### src/hw/rtl/round_robin_slot_allocator_unit_defines.svh
// assertion macros used by the slot allocator datapath
`ifndef ROUND_ROBIN_SLOT_ALLOCATOR_UNIT_DEFINES_SVH
`define ROUND_ROBIN_SLOT_ALLOCATOR_UNIT_DEFINES_SVH

// consequence holds in the same cycle as the antecedent
`define RRSA_ASSERT_SAME(label, clk, rst_n, ante, cons, msg) \
  label: assert property (@(posedge clk) disable iff (!rst_n) (ante) |-> (cons)) \
    else $error(msg);

// consequence holds in the cycle after the antecedent
`define RRSA_ASSERT_NEXT(label, clk, rst_n, ante, cons, msg) \
  label: assert property (@(posedge clk) disable iff (!rst_n) (ante) |=> (cons)) \
    else $error(msg);

`endif

### src/hw/rtl/rrsa_pkg.sv
// shared constants, codes and controller/datapath structs of the slot allocator
`default_nettype none

package rrsa_pkg;

  localparam int MAX_SLOTS    = 2048;
  localparam int HANDLE_WIDTH = 32;

  localparam int SLOT_W   = $clog2(MAX_SLOTS);
  localparam int LIM_W    = $clog2(MAX_SLOTS + 1);
  // occupancy is kept as rows of up to 32 bits
  localparam int BIT_W    = (SLOT_W > 5) ? 5 : SLOT_W - 1;
  localparam int ROW_BITS = 1 << BIT_W;
  localparam int ROW_W    = SLOT_W - BIT_W;
  localparam int ROWS     = 1 << ROW_W;

  // fixed field widths of the ports
  localparam int CFG_W      = 12;
  localparam int CFG_RESET  = 2048;
  localparam int LIM_MIN    = 2;
  localparam int ACT_W      = 2;
  localparam int IN_ID_W    = 11;
  localparam int PORT_HND_W = 32;
  localparam int ST_W       = 2;
  localparam int OUT_SLOT_W = 11;
  localparam int OUT_CNT_W  = 11;
  localparam int CNT_MAX    = 2047;

  localparam int IN_TDATA_W  = 48;
  localparam int OUT_TDATA_W = 56;

  localparam logic [ACT_W-1:0] ACT_ALLOC   = 2'd0;
  localparam logic [ACT_W-1:0] ACT_RELEASE = 2'd1;
  localparam logic [ACT_W-1:0] ACT_QUERY   = 2'd2;

  localparam logic [ST_W-1:0] ST_DONE    = 2'd0;
  localparam logic [ST_W-1:0] ST_FULL    = 2'd1;
  localparam logic [ST_W-1:0] ST_IGNORED = 2'd2;

  typedef struct packed {
    logic clr_en;
    logic load;
    logic scan_go;
    logic scan_step;
    logic alloc_commit;
    logic fin_full;
    logic fin_ign;
    logic fin_check;
    logic push;
  } rrsa_cmd_t;

  typedef struct packed {
    logic [ACT_W-1:0] action;
    logic             id_ok;
    logic             full_now;
    logic             clr_last;
    logic             hit;
    logic             miss;
    logic             out_free;
  } rrsa_sts_t;

endpackage

`default_nettype wire

### src/hw/rtl/rrsa_ctrl.sv
// sequencer of the slot allocator: clearing pass, decode, scan, check, result hand-off
`default_nettype none

module rrsa_ctrl import rrsa_pkg::*; (
  input  logic      clk,
  input  logic      rst_n,
  input  logic      in_tvalid,
  output logic      in_tready,
  output rrsa_cmd_t cmd_o,
  input  rrsa_sts_t sts_i
);

  typedef enum logic [2:0] {
    S_CLEAR,
    S_IDLE,
    S_DECODE,
    S_SCAN,
    S_CHECK,
    S_HOLD
  } state_t;

  state_t state_r;
  state_t state_nxt;

  assign in_tready = (state_r == S_IDLE);

  always_comb begin
    cmd_o     = '0;
    state_nxt = state_r;
    unique case (state_r)
      S_CLEAR: begin
        cmd_o.clr_en = 1'b1;
        if (sts_i.clr_last) state_nxt = S_IDLE;
      end
      S_IDLE: begin
        if (in_tvalid) begin
          cmd_o.load = 1'b1;
          state_nxt  = S_DECODE;
        end
      end
      S_DECODE: begin
        unique case (sts_i.action)
          ACT_ALLOC: begin
            if (sts_i.full_now) begin
              cmd_o.fin_full = 1'b1;
              state_nxt      = S_HOLD;
            end else begin
              cmd_o.scan_go = 1'b1;
              state_nxt     = S_SCAN;
            end
          end
          ACT_RELEASE, ACT_QUERY: begin
            if (sts_i.id_ok) begin
              state_nxt = S_CHECK;
            end else begin
              cmd_o.fin_ign = 1'b1;
              state_nxt     = S_HOLD;
            end
          end
          default: begin
            cmd_o.fin_ign = 1'b1;
            state_nxt     = S_HOLD;
          end
        endcase
      end
      S_SCAN: begin
        priority if (sts_i.hit) begin
          cmd_o.alloc_commit = 1'b1;
          state_nxt          = S_HOLD;
        end else if (sts_i.miss) begin
          cmd_o.fin_full = 1'b1;
          state_nxt      = S_HOLD;
        end else begin
          cmd_o.scan_step = 1'b1;
        end
      end
      S_CHECK: begin
        cmd_o.fin_check = 1'b1;
        state_nxt       = S_HOLD;
      end
      S_HOLD: begin
        if (sts_i.out_free) begin
          cmd_o.push = 1'b1;
          state_nxt  = S_IDLE;
        end
      end
      default: begin
        state_nxt = S_IDLE;
      end
    endcase
  end

  always_ff @(posedge clk) begin
    if (!rst_n) begin
      state_r <= S_CLEAR;
    end else begin
      state_r <= state_nxt;
    end
  end

endmodule

`default_nettype wire

### config.mk
export PLATFORM = sky130hd
export DESIGN_NAME = rrsa_ctrl
export DESIGN_NICKNAME = d
export VERILOG_FILES = /design/src/hw/rtl/round_robin_slot_allocator_unit_defines.svh /design/src/hw/rtl/rrsa_pkg.sv /design/src/hw/rtl/rrsa_ctrl.sv
export SDC_FILE = /design/constraint.sdc
export NUM_CORES = 1
export LEC_CHECK = 0
export BUFFER_PORTS_ARGS = -buffer_cell sky130_fd_sc_hd__buf_2
export CAP_MARGIN = 30
export CELL_PAD_IN_SITES_DETAIL_PLACEMENT = 0
export CELL_PAD_IN_SITES_GLOBAL_PLACEMENT = 1
export CORE_AREA = 4 4 41 43
export DETAILED_ROUTE_END_ITERATION = 10
export DIE_AREA = 0 0 45 47
export PLACE_DENSITY_LB_ADDON = 0.1
export SYNTH_ARGS = -nofsm -noshare
export SYNTH_HDL_FRONTEND = slang
export SYNTH_SLANG_ARGS = --single-unit
export TNS_END_PERCENT = 5
### constraint.sdc
create_clock -name clk -period 2.1 [get_ports clk]
set_input_delay 0.315 -clock clk [delete_from_list [all_inputs] [get_ports clk]]
set_output_delay 0.315 -clock clk [all_outputs]
set_load 0.1 [all_outputs]
Yosys cells after proc, flatten, opt, wreduce, memory -nomap -nowiden

Index checks and enable logic that the tools add are counted.

Word-level logic and storage cells: 46
Output and inout bits: 10
Register bits after elaboration: 3

Mux-type cells: 30
Equality and inequality tests: 11
Reduce and logical (&&, ||, !) cells: 4

Operator list:

| kind                                                                  | number |
|---|---|
| 1-bit 2-to-1 mux                                                      | 19 |
| 3-bit 2-to-1 mux                                                      | 6 |
| 3-bit one-hot mux with 6 select lines                                 | 1 |
| 3-bit by 2-bit equality test with 1-bit output, second input constant | 2 |
| 3-bit equality test, second input constant                            | 2 |
| 2-bit inequality test, second input constant                          | 3 |
| 3-bit one-hot mux with 2 select lines                                 | 1 |
| 1-bit one-hot mux with 2 select lines                                 | 2 |
| 4-bit AND reduction                                                   | 1 |
| 3-bit by 1-bit equality test with 1-bit output, second input constant | 1 |
| 3-bit logical NOT                                                     | 1 |
| 3-bit inequality test, second input constant                          | 1 |
| 2-bit by 1-bit equality test with 1-bit output, second input constant | 1 |
| 2-bit equality test, second input constant                            | 1 |
| 2-bit logical NOT                                                     | 1 |
| 2-bit 2-to-1 mux                                                      | 1 |
| 2-bit OR reduction                                                    | 1 |

Longest topological paths before layout

Word-level depth: 4
Depth in mapped cells: 6
Depth with buffers taken out: 6

Worst setup path after synthesis

Ideal clock, no wire load.

Path type: input to output
From: input sts_i[6] (netlist bit)
To: output cmd_o[6] (netlist bit)
Arrival time: 2942 ps
Stages on the path: 4
Data required time: 1785 ps
Slack: -1157 ps
Path through: inv_1 > ha_1 > nor2b_1 > nor3b_1

RTL lines:

| what               | line            | RTL |
|---|---|---|
| start: declaration | rrsa_ctrl.sv:10 | `input rrsa_sts_t sts_i` |
| end: declaration   | rrsa_ctrl.sv:9  | `output rrsa_cmd_t cmd_o,` |

==> run metrics <==
Post-CTS Setup Bufs 0; Worst setup EP type primary output; drt pass-1 iters 4; Max Cap Viol 0; IO Port Bufs 20; sequential fraction of the synthesis area 15.00%; core area 1301 sq um; post-synthesis cell area between 400 and 500 sq um; RSZ-0062 raised after global routing no; critical-path cell list nor3b_2 > buf_2; Antenna diodes 0; TritonCTS Buffers 3; Slew HR between 60% and 70%; worst-skew pair later-pin latency ~0.23 ns; Synth Area in Compound Gates approximately a fifth; Max VDD drop 297.1 uV; number of remaining DRC errors 0; register-to-register setup slack 0.68 ns; H-Tree Depth 1; Via density 4.988; largest net degree at the start of global routing 12; total wire length a little over 1 mm; area of the multi-input gates 329.1 sq um; global router's overall resource usage between 10% and 20%; commonest non-fill, non-tap cell in the layout buf_2; Worst-Margin Slew 0.4870 ns; max reg flops 3; Worst path max stage delay 0.59 ns; Final #Nets 85; largest family of logic cells by synthesized area simple AND/OR/NAND/NOR gates; Synth warnings 0; CP top delay family flip-flops; CTS root buffer clkbuf_4; xor/xnor share of the synthesized area 2.188%; clock-pin slew on the worst setup and hold paths 0.04 ns; CTS tree done; initial DRC count 8; number of synthesized register bits 3; die area 2115 sq um; maximum clock insertion buffer count 2; Place WS 0.2776 ns; critical path data required time 1.78 ns; crit start category register; Die H 47 um; post-CTS sizing 0; min Tclk post-route between 1.5 and 2 ns; initial core utilization 30.77%; DR vias about 420; gpl congestion 0.6998; pwr dens approximately 500 nW/um^2; Remaining Overflow, GRT 0; Biggest register state_r; Worst EP arrival 1.62 ns; critical path class reg2out; outcome finished, final reports clean; Clock Sinks 3; DP HPWL 852.8 um; Post-Syn Instances 48; area grow syn2layout 61.56%; final hold violation count 0; first-pass GRT wire length 1.876 mm; via count of the first global-routing pass 436; Avg Cell Area, Syn 8.341 sq um; Clock Skew 0.002427 ns; post-layout util about half; critical path fanouts, max 11; Top FF cell, synth dfxtp_1; row cnt 13; f_max 0.5179 GHz; post-route ant nets 0; Fillers between 100 and 150; Final Cycle Share about nine tenths; layout cells sized above 1 47.14%; fin. max-slew vios 0; post-synthesis simple-gate area fraction 45.00%; Routed WL per cell 12.18 um; Async SR Flop Fraction 0%; register area 60.06 sq um; hold buffers post-CTS 0; die width 45 um; EDFF count, synth 0; setup ws final 0.1693 ns; commonest cells after routing, fill and taps aside buf_2 (14), buf_12 (6), inv_1 (4); Hold Path Class in2reg; mux cell area share after synthesis 0%; syn_nets 62; leak pwr 0.2813 nW; Post-Synth Adder-Cell Area 9.375%; I/O pins 21; distinct cell type count after synthesis 31; Final setup viols 0; initial antenna violation count 0; CP bufs+invs 1; Critical-path top delay cell dfxtp_1; Top Registers state_r x3
==> cells by family after synthesis <==
group | Yosys count
compound gates | 10
buf+inv | 7
flops | 3
fa+ha+maj | 3
xor+xnor | 1
simple gates | 24
==> worst register-to-register path: cells and delay by family, from the launching register on <==
| family | cells | cell delay, ns |
|---|---|---|
| simple gates | 2 | 0.37 |
| compound gates | 2 | 0.33 |
| flops | 1 | 0.59 |
==> stage by stage <==
| stage | instance area (sq um) | hold WS [ns] | cells | total power, mW | TNS, ns |
|---|---|---|---|---|---|
| final | 646.9 | 0.3305 | 85 | 0.3249 | 0 |
| after global routing | 646.9 | 0.3383 | 85 | 0.3486 | 0 |
| after CTS | 646.9 | 0.3200 | 85 | 0.3318 | 0 |
| after detailed placement | 620.6 | 0.5697 | 81 | 0.2255 | 0 |
| after global placement | 620.6 | 0.5822 | 81 | 0.2266 | 0 |
| after floorplan | 427.9 | 0.4325 | 48 | 0.1920 | -0.5845 |
==> final timing paths <==
| check | startpoint | end | depth (start not counted) |
|---|---|---|---|
| hold / removal | rst_n | state_r[1] | 2 |
| setup / recovery | state_r[2] | cmd_o[1] | 2 |
| hold reg to reg | state_r[2] | state_r[2] | 2 |
| setup reg to reg | state_r[2] | state_r[2] | 4 |
==> Yosys cell counts, types with 2 or more instances <==
cell type,instances,share of area [%]
a21oi_1,3,3.7
and3_1,2,3.1
dfxtp_1,3,15
ha_1,3,9.4
inv_1,4,3.7
nand2_1,3,2.8
nand4b_1,2,4.4
nor2b_1,2,3.1
nor3_1,4,5.0
==> power by group <==
part	total, mW	internal (mW)	switching, mW
logic	0.153	0.0474	0.106
clock network	0.101	0.0712	0.0297
registers	0.0706	0.0610	0.00956
==> metal layers <==
metal	vias up	wire [um]	global-route usage (%)
met5	-	0	0
met4	0	0	5.263
met3	0	42	3.448
met1	197	478	15.84
met2	9	514	18.64
li1	218	-	-
==> layout make-up <==
class / instances / area share (%)
inverter: 4 / 2.321
timing repair buffer: 21 / 30.56
sequential: 3 / 9.284
tap: 15 / 2.901
clock buffer: 4 / 4.062
multi-input combinational: 38 / 50.87
Note: power is estimated with default switching activity, not from simulation.
